<file path="src/sv/hcl_pkg.sv">
// Shared constants, types and register codes for the HSV colour likelihood block.
`timescale 1ns / 1ps
package hcl_pkg;

    localparam int EVIDENCE_BITS = 16;
    localparam int DIFF_LIMIT    = 32;
    localparam int PIX_W         = 8;
    localparam int CFG_W         = 16;
    localparam int APB_W         = 32;

    // Distance cap and width of a distance value (Q.16)
    localparam int D_CAP = (DIFF_LIMIT << 16) + 1;
    localparam int D_W   = $clog2(D_CAP + 1);
    localparam int Y_W   = D_W + 9;

    localparam int TAYLOR_TERMS = 8;
    localparam int SQUARINGS    = 6;

    // Pipeline depths
    localparam int ZSQ_LAT  = D_W + 4;
    localparam int NEXP_LAT = 3 * TAYLOR_TERMS + SQUARINGS + 2;
    localparam int PIPE_LAT = ZSQ_LAT + NEXP_LAT + 3;
    localparam int SUM_IDX  = ZSQ_LAT + 1;

    // Configuration register map
    localparam int NUM_REGS  = 6;
    localparam int REG_IDX_W = $clog2(NUM_REGS);
    localparam int ADDR_W    = REG_IDX_W + 2;

    localparam logic [REG_IDX_W-1:0] REG_MEAN_HUE = REG_IDX_W'(0);
    localparam logic [REG_IDX_W-1:0] REG_MEAN_SAT = REG_IDX_W'(1);
    localparam logic [REG_IDX_W-1:0] REG_MEAN_VAL = REG_IDX_W'(2);
    localparam logic [REG_IDX_W-1:0] REG_DEV_HUE  = REG_IDX_W'(3);
    localparam logic [REG_IDX_W-1:0] REG_DEV_SAT  = REG_IDX_W'(4);
    localparam logic [REG_IDX_W-1:0] REG_DEV_VAL  = REG_IDX_W'(5);

    localparam logic [CFG_W-1:0] MEAN_RESET = '0;
    localparam logic [CFG_W-1:0] DEV_RESET  = CFG_W'(256);

    typedef logic [D_W-1:0] dist_t;

    localparam dist_t D_CAP_V   = D_W'(D_CAP);
    localparam dist_t D_LIMIT_V = D_W'(DIFF_LIMIT << 16);

    // Per-item flags that travel alongside the datapath
    typedef struct packed {
        logic vld;
        logic blk;
        logic dzero;
        logic dbig;
    } flag_t;

endpackage

</file>
<file path="src/sv/hcl_zsq.sv">
// One channel lane: difference to the mean, squares, and a pipelined divide to a z-score squared.
`timescale 1ns / 1ps
module hcl_zsq import hcl_pkg::*; (
    input  logic             aclk,
    input  logic             en,
    input  logic             circ,
    input  logic [PIX_W-1:0] pix,
    input  logic [CFG_W-1:0] mean,
    input  logic [CFG_W-1:0] dev,
    output dist_t            term
);

    localparam int QS = D_W - 16;

    logic signed [17:0] diff;
    logic signed [17:0] diff_w;
    logic signed [17:0] mag_full;
    logic [15:0]        mag_reg;
    logic [15:0]        dv_reg;
    logic [31:0]        num_reg;
    logic [31:0]        den_reg;
    logic               ovf;

    logic [31:0]    rem_reg [0:D_W];
    logic [D_W-1:0] q_reg   [0:D_W];
    logic [D_W-1:0] nb_reg  [0:D_W];
    logic [31:0]    dd_reg  [0:D_W];
    logic           ov_reg  [0:D_W];
    dist_t          term_reg;

    // Signed Q8.8 difference, hue wrapped onto the circle
    always_comb begin
        diff   = $signed({2'b00, mean}) - $signed({2'b00, pix, 8'b0});
        diff_w = diff;
        if (circ && (diff < -18'sd32768)) begin
            diff_w = diff + 18'sd65280;
        end else if (circ && (diff > 18'sd32768)) begin
            diff_w = diff - 18'sd65280;
        end
        mag_full = (diff_w < 18'sd0) ? -diff_w : diff_w;
    end

    always_ff @(posedge aclk) begin
        if (en) begin
            mag_reg <= mag_full[15:0];
            dv_reg  <= (dev == '0) ? 16'd1 : dev;
            num_reg <= 32'(mag_reg) * 32'(mag_reg);
            den_reg <= 32'(dv_reg) * 32'(dv_reg);
        end
    end

    assign ovf = (num_reg >> QS) >= den_reg;

    // Division set-up: quotient overflow check and first partial remainder
    always_ff @(posedge aclk) begin
        if (en) begin
            ov_reg[0]  <= ovf;
            rem_reg[0] <= ovf ? 32'd0 : (num_reg >> QS);
            q_reg[0]   <= '0;
            nb_reg[0]  <= {num_reg[QS-1:0], 16'b0};
            dd_reg[0]  <= den_reg;
        end
    end

    // One quotient bit per stage
    for (genvar g = 0; g < D_W; g++) begin : g_div
        logic [32:0] rs;
        logic        ge;
        always_comb begin
            rs = {rem_reg[g], nb_reg[g][D_W-1-g]};
            ge = rs >= {1'b0, dd_reg[g]};
        end
        always_ff @(posedge aclk) begin
            if (en) begin
                rem_reg[g+1] <= ge ? 32'(rs - {1'b0, dd_reg[g]}) : rs[31:0];
                q_reg[g+1]   <= {q_reg[g][D_W-2:0], ge};
                nb_reg[g+1]  <= nb_reg[g];
                dd_reg[g+1]  <= dd_reg[g];
                ov_reg[g+1]  <= ov_reg[g];
            end
        end
    end

    always_ff @(posedge aclk) begin
        if (en) begin
            if (ov_reg[D_W] || (q_reg[D_W] > D_CAP_V)) begin
                term_reg <= D_CAP_V;
            end else begin
                term_reg <= q_reg[D_W];
            end
        end
    end

    assign term = term_reg;

endmodule

</file>
<file path="config.mk">
export PLATFORM = sky130hd
export DESIGN_NAME = hcl_zsq
export DESIGN_NICKNAME = d
export VERILOG_FILES = /design/src/sv/hcl_pkg.sv /design/src/sv/hcl_zsq.sv
export SDC_FILE = /design/constraint.sdc
export NUM_CORES = 2
export LEC_CHECK = 0
export CAP_MARGIN = 20
export CORE_UTILIZATION = 55
export CTS_CLUSTER_SIZE = 16
export DETAILED_ROUTE_END_ITERATION = 8
export DONT_BUFFER_PORTS = 1
export PLACE_DENSITY = 0.83
export SYNTH_ARGS = -nofsm -noshare
export SYNTH_HDL_FRONTEND = slang
export SYNTH_SLANG_ARGS = --single-unit
</file>
<file path="constraint.sdc">
create_clock -name aclk -period 6.7 [get_ports aclk]
set_clock_uncertainty 0.2 [all_clocks]
set_input_delay 1.005 -clock aclk [delete_from_list [all_inputs] [get_ports aclk]]
set_output_delay 1.005 -clock aclk [all_outputs]
set_load 0.05 [all_outputs]
</file>
# --- Word level (Yosys, flattened, before mapping) ---
# Memory sizes are Yosys's and may differ from the RTL's.
# Index checks and enable logic that the tools add are counted.
totals:
  in_bits: 43
  reg_bits: 118
  ramBits: 2507
  n_memories: 5
  output_inout_bits: 22
mem_list:
  columns: ["memory", "depth", "width", "rd", "rd_ports_with_merged_regs", "wr", "line_no", "source"]
  rows:
  - ["dd_reg", 23, 32, 22, 0, 23, "hcl_zsq.sv:27", "logic [31:0] dd_reg [0:D_W];"]
  - ["rem_reg", 23, 32, 22, 0, 23, "hcl_zsq.sv:24", "logic [31:0] rem_reg [0:D_W];"]
  - ["nb_reg", 23, 22, 22, 0, 23, "hcl_zsq.sv:26", "logic [D_W-1:0] nb_reg [0:D_W];"]
  - ["q_reg", 23, 22, 23, 0, 23, "hcl_zsq.sv:25", "logic [D_W-1:0] q_reg [0:D_W];"]
  - ["ov_reg", 23, 1, 23, 0, 23, "hcl_zsq.sv:28", "logic ov_reg [0:D_W];"]
op_classes:
  n_lt_le_gt_ge: 27
  addsub: 26
  muxes: 28
  reduce_logical: 4
  mul: 2
op_table:
  columns: ["cell", "count"]
  rows:
  - [">= comparator 33 x 32 -> 1 bit", 22]
  - ["2-to-1 mux 32 bit", 22]
  - ["subtractor 32 bit", 22]
  - ["multiplier 16 x 16 -> 32 bit", 2]
  - ["2-to-1 mux 18 bit", 2]
  - [">= comparator 26 x 32 -> 1 bit", 1]
  - ["2-to-1 mux 26 bit", 1]
  - ["> comparator 22 bit (second input constant)", 1]
  - ["adder 17 x 17 -> 18 bit (second input constant)", 1]
  - ["less-than comparator 18 x 1 -> 1 bit (second input constant)", 1]
  - ["subtractor 17 x 17 -> 18 bit (second input constant)", 1]
  - ["> comparator 17 bit (second input constant)", 1]
  - ["less-than comparator 17 x 16 -> 1 bit (second input constant)", 1]
  - ["subtractor 16 x 16 -> 17 bit", 1]
  - ["zero test 16 bit", 1]
  - ["2-to-1 mux 16 bit", 1]
  - ["negation 16 bit", 1]
  - ["logical AND 1 bit", 2]
  - ["2-to-1 mux 1 bit", 2]
  - ["logical OR 1 bit", 1]

# --- Depth between registers and ports, before layout ---
depth:
  depth_word: 7
  ltp_mapped: 27

# --- Worst setup path before layout ---
# No wires, ideal clock.
synth_timing:
  path_type: "register to register"
  from: "register mag_reg[10]"
  to: "register num_reg[31] (data pin)"
  slack_ns: -0.553
  period_less_slack_ns: 7.253
  path_stages_with_launch: 27
  path_buffers: 1
  arrival_time_ns: 6.794
  required_time_ns: 6.241
  path_cell_list: "edfxtp_1 -> clkbuf_1 -> and2_1 -> fa_1 -> inv_1 -> fa_1 -> inv_1 -> fa_1 -> inv_1 -> fa_1 -> inv_1 -> fa_1 -> inv_1 -> fa_1 -> inv_1 -> ha_1 -> a21o_1 -> a311o_1 -> a221oi_1 -> o221a_2 -> o21ai_1 -> o41a_1 -> a21oi_1 -> o21ai_1 -> a21oi_1 -> a21oi_1 -> xnor2_1"
synth_between:
  elab_chain_cells: 1
synth_lines:
  columns: ["item", "line_no", "source"]
  rows:
  - ["from (decl)", "hcl_zsq.sv:18", "logic [15:0] mag_reg;"]
  - ["from (signal assigned)", "hcl_zsq.sv:45", "mag_reg <= mag_full[15:0];"]
  - ["multiplier 16 x 16 -> 32 bit", "hcl_zsq.sv:47", "num_reg <= 32'(mag_reg) * 32'(mag_reg);"]
  - ["to (signal assigned)", "hcl_zsq.sv:47", null]
  - ["to (decl)", "hcl_zsq.sv:20", "logic [31:0] num_reg;"]
# Every way passes these cells.
# A chain may end at the register's enable or synchronous reset.

# --- Final worst setup path ---
layout_timing:
  from: "register mag_reg[1]"
  to: "register num_reg[31] (data pin)"
# The elaborated chain is that of the path after synthesis.

==> impl_metrics.yaml <==
run_status:
  outcome: "finished with violations"
  violations: "setup timing"
detailed_routing:
  drt-total-wl_microns: 249000
  via_count: 73600
  drt_iter0_drc: 4579
  routed_via_density: 5.71
  wl_per_cell_microns: 19.3
  antenna_left: 0
  first_pass_iters: 8
  drc: 0
floorplanning:
  dieArea_sq_um: 204000
  rows: 164
  die_width_microns: 452
  initial_utilization_pct: 55.6
  core_sq_um: 200000
  die_h_microns: 452
  ioPinCount: 65
global_routing:
  antenna_found_initial: 6
  grt_first_pass_wirelength_microns: 394000
  grt_start_max_net_pins: 279
  grt_use_total_pct: 24.4
  grt_pass1_vias: 76600
  overflow: 0
sta:
  rsz0062_at_grt: "yes"
  relSlewSlack_pct: 3.10
  finalCritPeriodShare_pct: 102
  fin_crit_ns: 6.82
  worst_slack_ns: -0.116
  hold_violations: 0
  finalMaxSlewViolations: 0
  setup_viol: 3
  worstMarginPinSlew_ns: 1.45
  max_freq_mhz: 147
logic_synthesis:
  syn_area_sq_um: 111000
  synth-main-ff-cell: "edfxtp_1"
  yosysSeqAreaShare_pct: 48.3
  synth.distinct_cells: 97
  synth_nets: 11200
  post-synth-top-count-cell: "edfxtp_1"
  async_reset_ff_share_pct: 0
  ys_ff_latch: 1788
  synth_top_cell_by_area: "edfxtp_1"
  yosys-top-cells-count: "edfxtp_1 (1788), inv_1 (1431), ha_1 (943)"
  avgSynthCellArea_sq_um: 11.3
  ys_top_cells_by_area: "edfxtp_1 (48%), ha_1 (11%), fa_1 (5.9%)"
  synth_top_area_share_pct: 48.3
  syn_inst: 9884
  synth_edf_count: 1788
  yosys_warnings: 0
worst_hold_path:
  whs_path_depth: 0
  holdCritPathClass: "input pin to register"
worst_setup_path:
  slowest_delay_ns: 0.54
  crit_start: "mag_reg[1]"
  crit_path_top_delay_cell: "edfxtp_1"
  r2r-end: "num_reg[31]"
  critPathTopFamily: "adder cells"
  path_depth: 26
  cp_max_fo: 7
  r2r_cells: 26
  crit_buf_inv: 7
  worstSetupPathType: "register to register"
  r2r_slack_ns: -0.12
  crit_required_ns: 7.04
  worstPathArrival_ns: 7.16
  r2r_start: "mag_reg[1]"
  end_kind: "register"
  worstSetupEndpoint: "num_reg[31]"
  startpoint_type: "register"
  critPathMostFrequentCell: "fa_1"
clock_network:
  clockBufferDepth: 3
  clock_latency_ns: 0.85
  cts_tree: "built"
  h-tree-depth: 4
  numCtsBuffers: 188
  root_buffer: "clkbuf_16"
  clkTransAtPathRegs_ns: 0.06
  numClockSinks: 1788
layout:
  stdcell_count: 12900
  layout-area-overhead-vs-synth_pct: 9.95
  layout-drive-gt1-share_pct: 9.42
  largest_reg_flops: 698
  nNetsFinal: 11400
run:
  maxCapViolations: 0
place:
  place.gp.congestion: 0.989
  dp.cells: 12500
  post-dp-hpwl_microns: 192000
  detailedPlace.worstSlack_ns: -0.266
  io_buffers: 0
-- cells in the final DEF, fill, tap and decap left out, drive strengths merged, types with 102 or more instances in the layout --
master / instances
a21o: 372
a21oi: 703
and2: 147
buf: 210
clkbuf: 219
edfxtp: 1788
fa: 328
ha: 943
inv: 1441
mux2: 320
nand2: 610
nand2b: 131
nand3: 112
nor2: 495
nor2b: 108
nor3: 102
o21ai: 477
xnor2: 409
xor2: 238
-- area by class of cell --
class,count,area [sq um]
Antenna cell,1,2.50
Clock buffer,218,4840
Clock inverter,133,1620
Fill cell,15300,77900
Inverter,1431,5370
Multi-Input combinational cell,6463,51700
Sequential cell,1788,53700
Tap cell,2656,3320
Timing Repair Buffer,211,1830
-- worst min-delay path by stage --
stage	start	to	slack, ns
detailed placement	num_reg[0]	nb_reg[0][16]	0.20
floorplan	num_reg[0]	nb_reg[0][16]	0.20
global placement	q_reg[2][45]	q_reg[2][68]	0.20
global route	dev[3]	dv_reg[3]	0.02
finish	dev[3]	dv_reg[3]	0.06
CTS	dev[10]	dv_reg[10]	0.01
-- stage by stage --
stage	area [sq um]	utilization [%]	setup TNS, ns	hold WS (ns)
after floorplan	111000	-	0	0.200
after global placement	115000	57.6	-0.689	0.200
after detailed placement	115000	57.7	-1.11	0.205
after CTS	122000	60.9	-0.302	0.00969
after global routing	122000	61.1	-1.93	0.0215
final	122000	61.1	-0.192	0.0616
-- per-layer routing --
layer	track usage [%]	up-vias	routed length [microns]
li1	-	35400	-
met4	16.2	0	18100
met5	0	-	0
met3	3.20	741	9540
met2	46.9	2021	134000
met1	24.1	35500	87100
-- logic make-up (layout without fill, tap and decap cells) --
group                    count (synthesis)  count (layout)  synth area share, %
other                                    0               1                    0
adder cells (fa/ha/maj)               1271            1271                 16.5
AND/OR/NAND/NOR                       2062            2062                 9.03
flip-flops                            1788            1788                 48.3
multiplexers                           338             338                 3.40
AO/OA/AOI/OAI                         2145            2145                 12.1
buffers and inverters                 1633            1993                 5.59
XOR/XNOR                               647             647                 5.10
-- what timing repair did --
action	CTS	global route
resized for setup	11	35
hold buffers	0	0
setup endpoints to repair	10	17
setup buffers	14	16
hold endpoints to repair	0	0
pin swaps	4	14
Power is not shown: default switching activity piles up to over one toggle a cycle in this logic, so the estimate is an artifact.
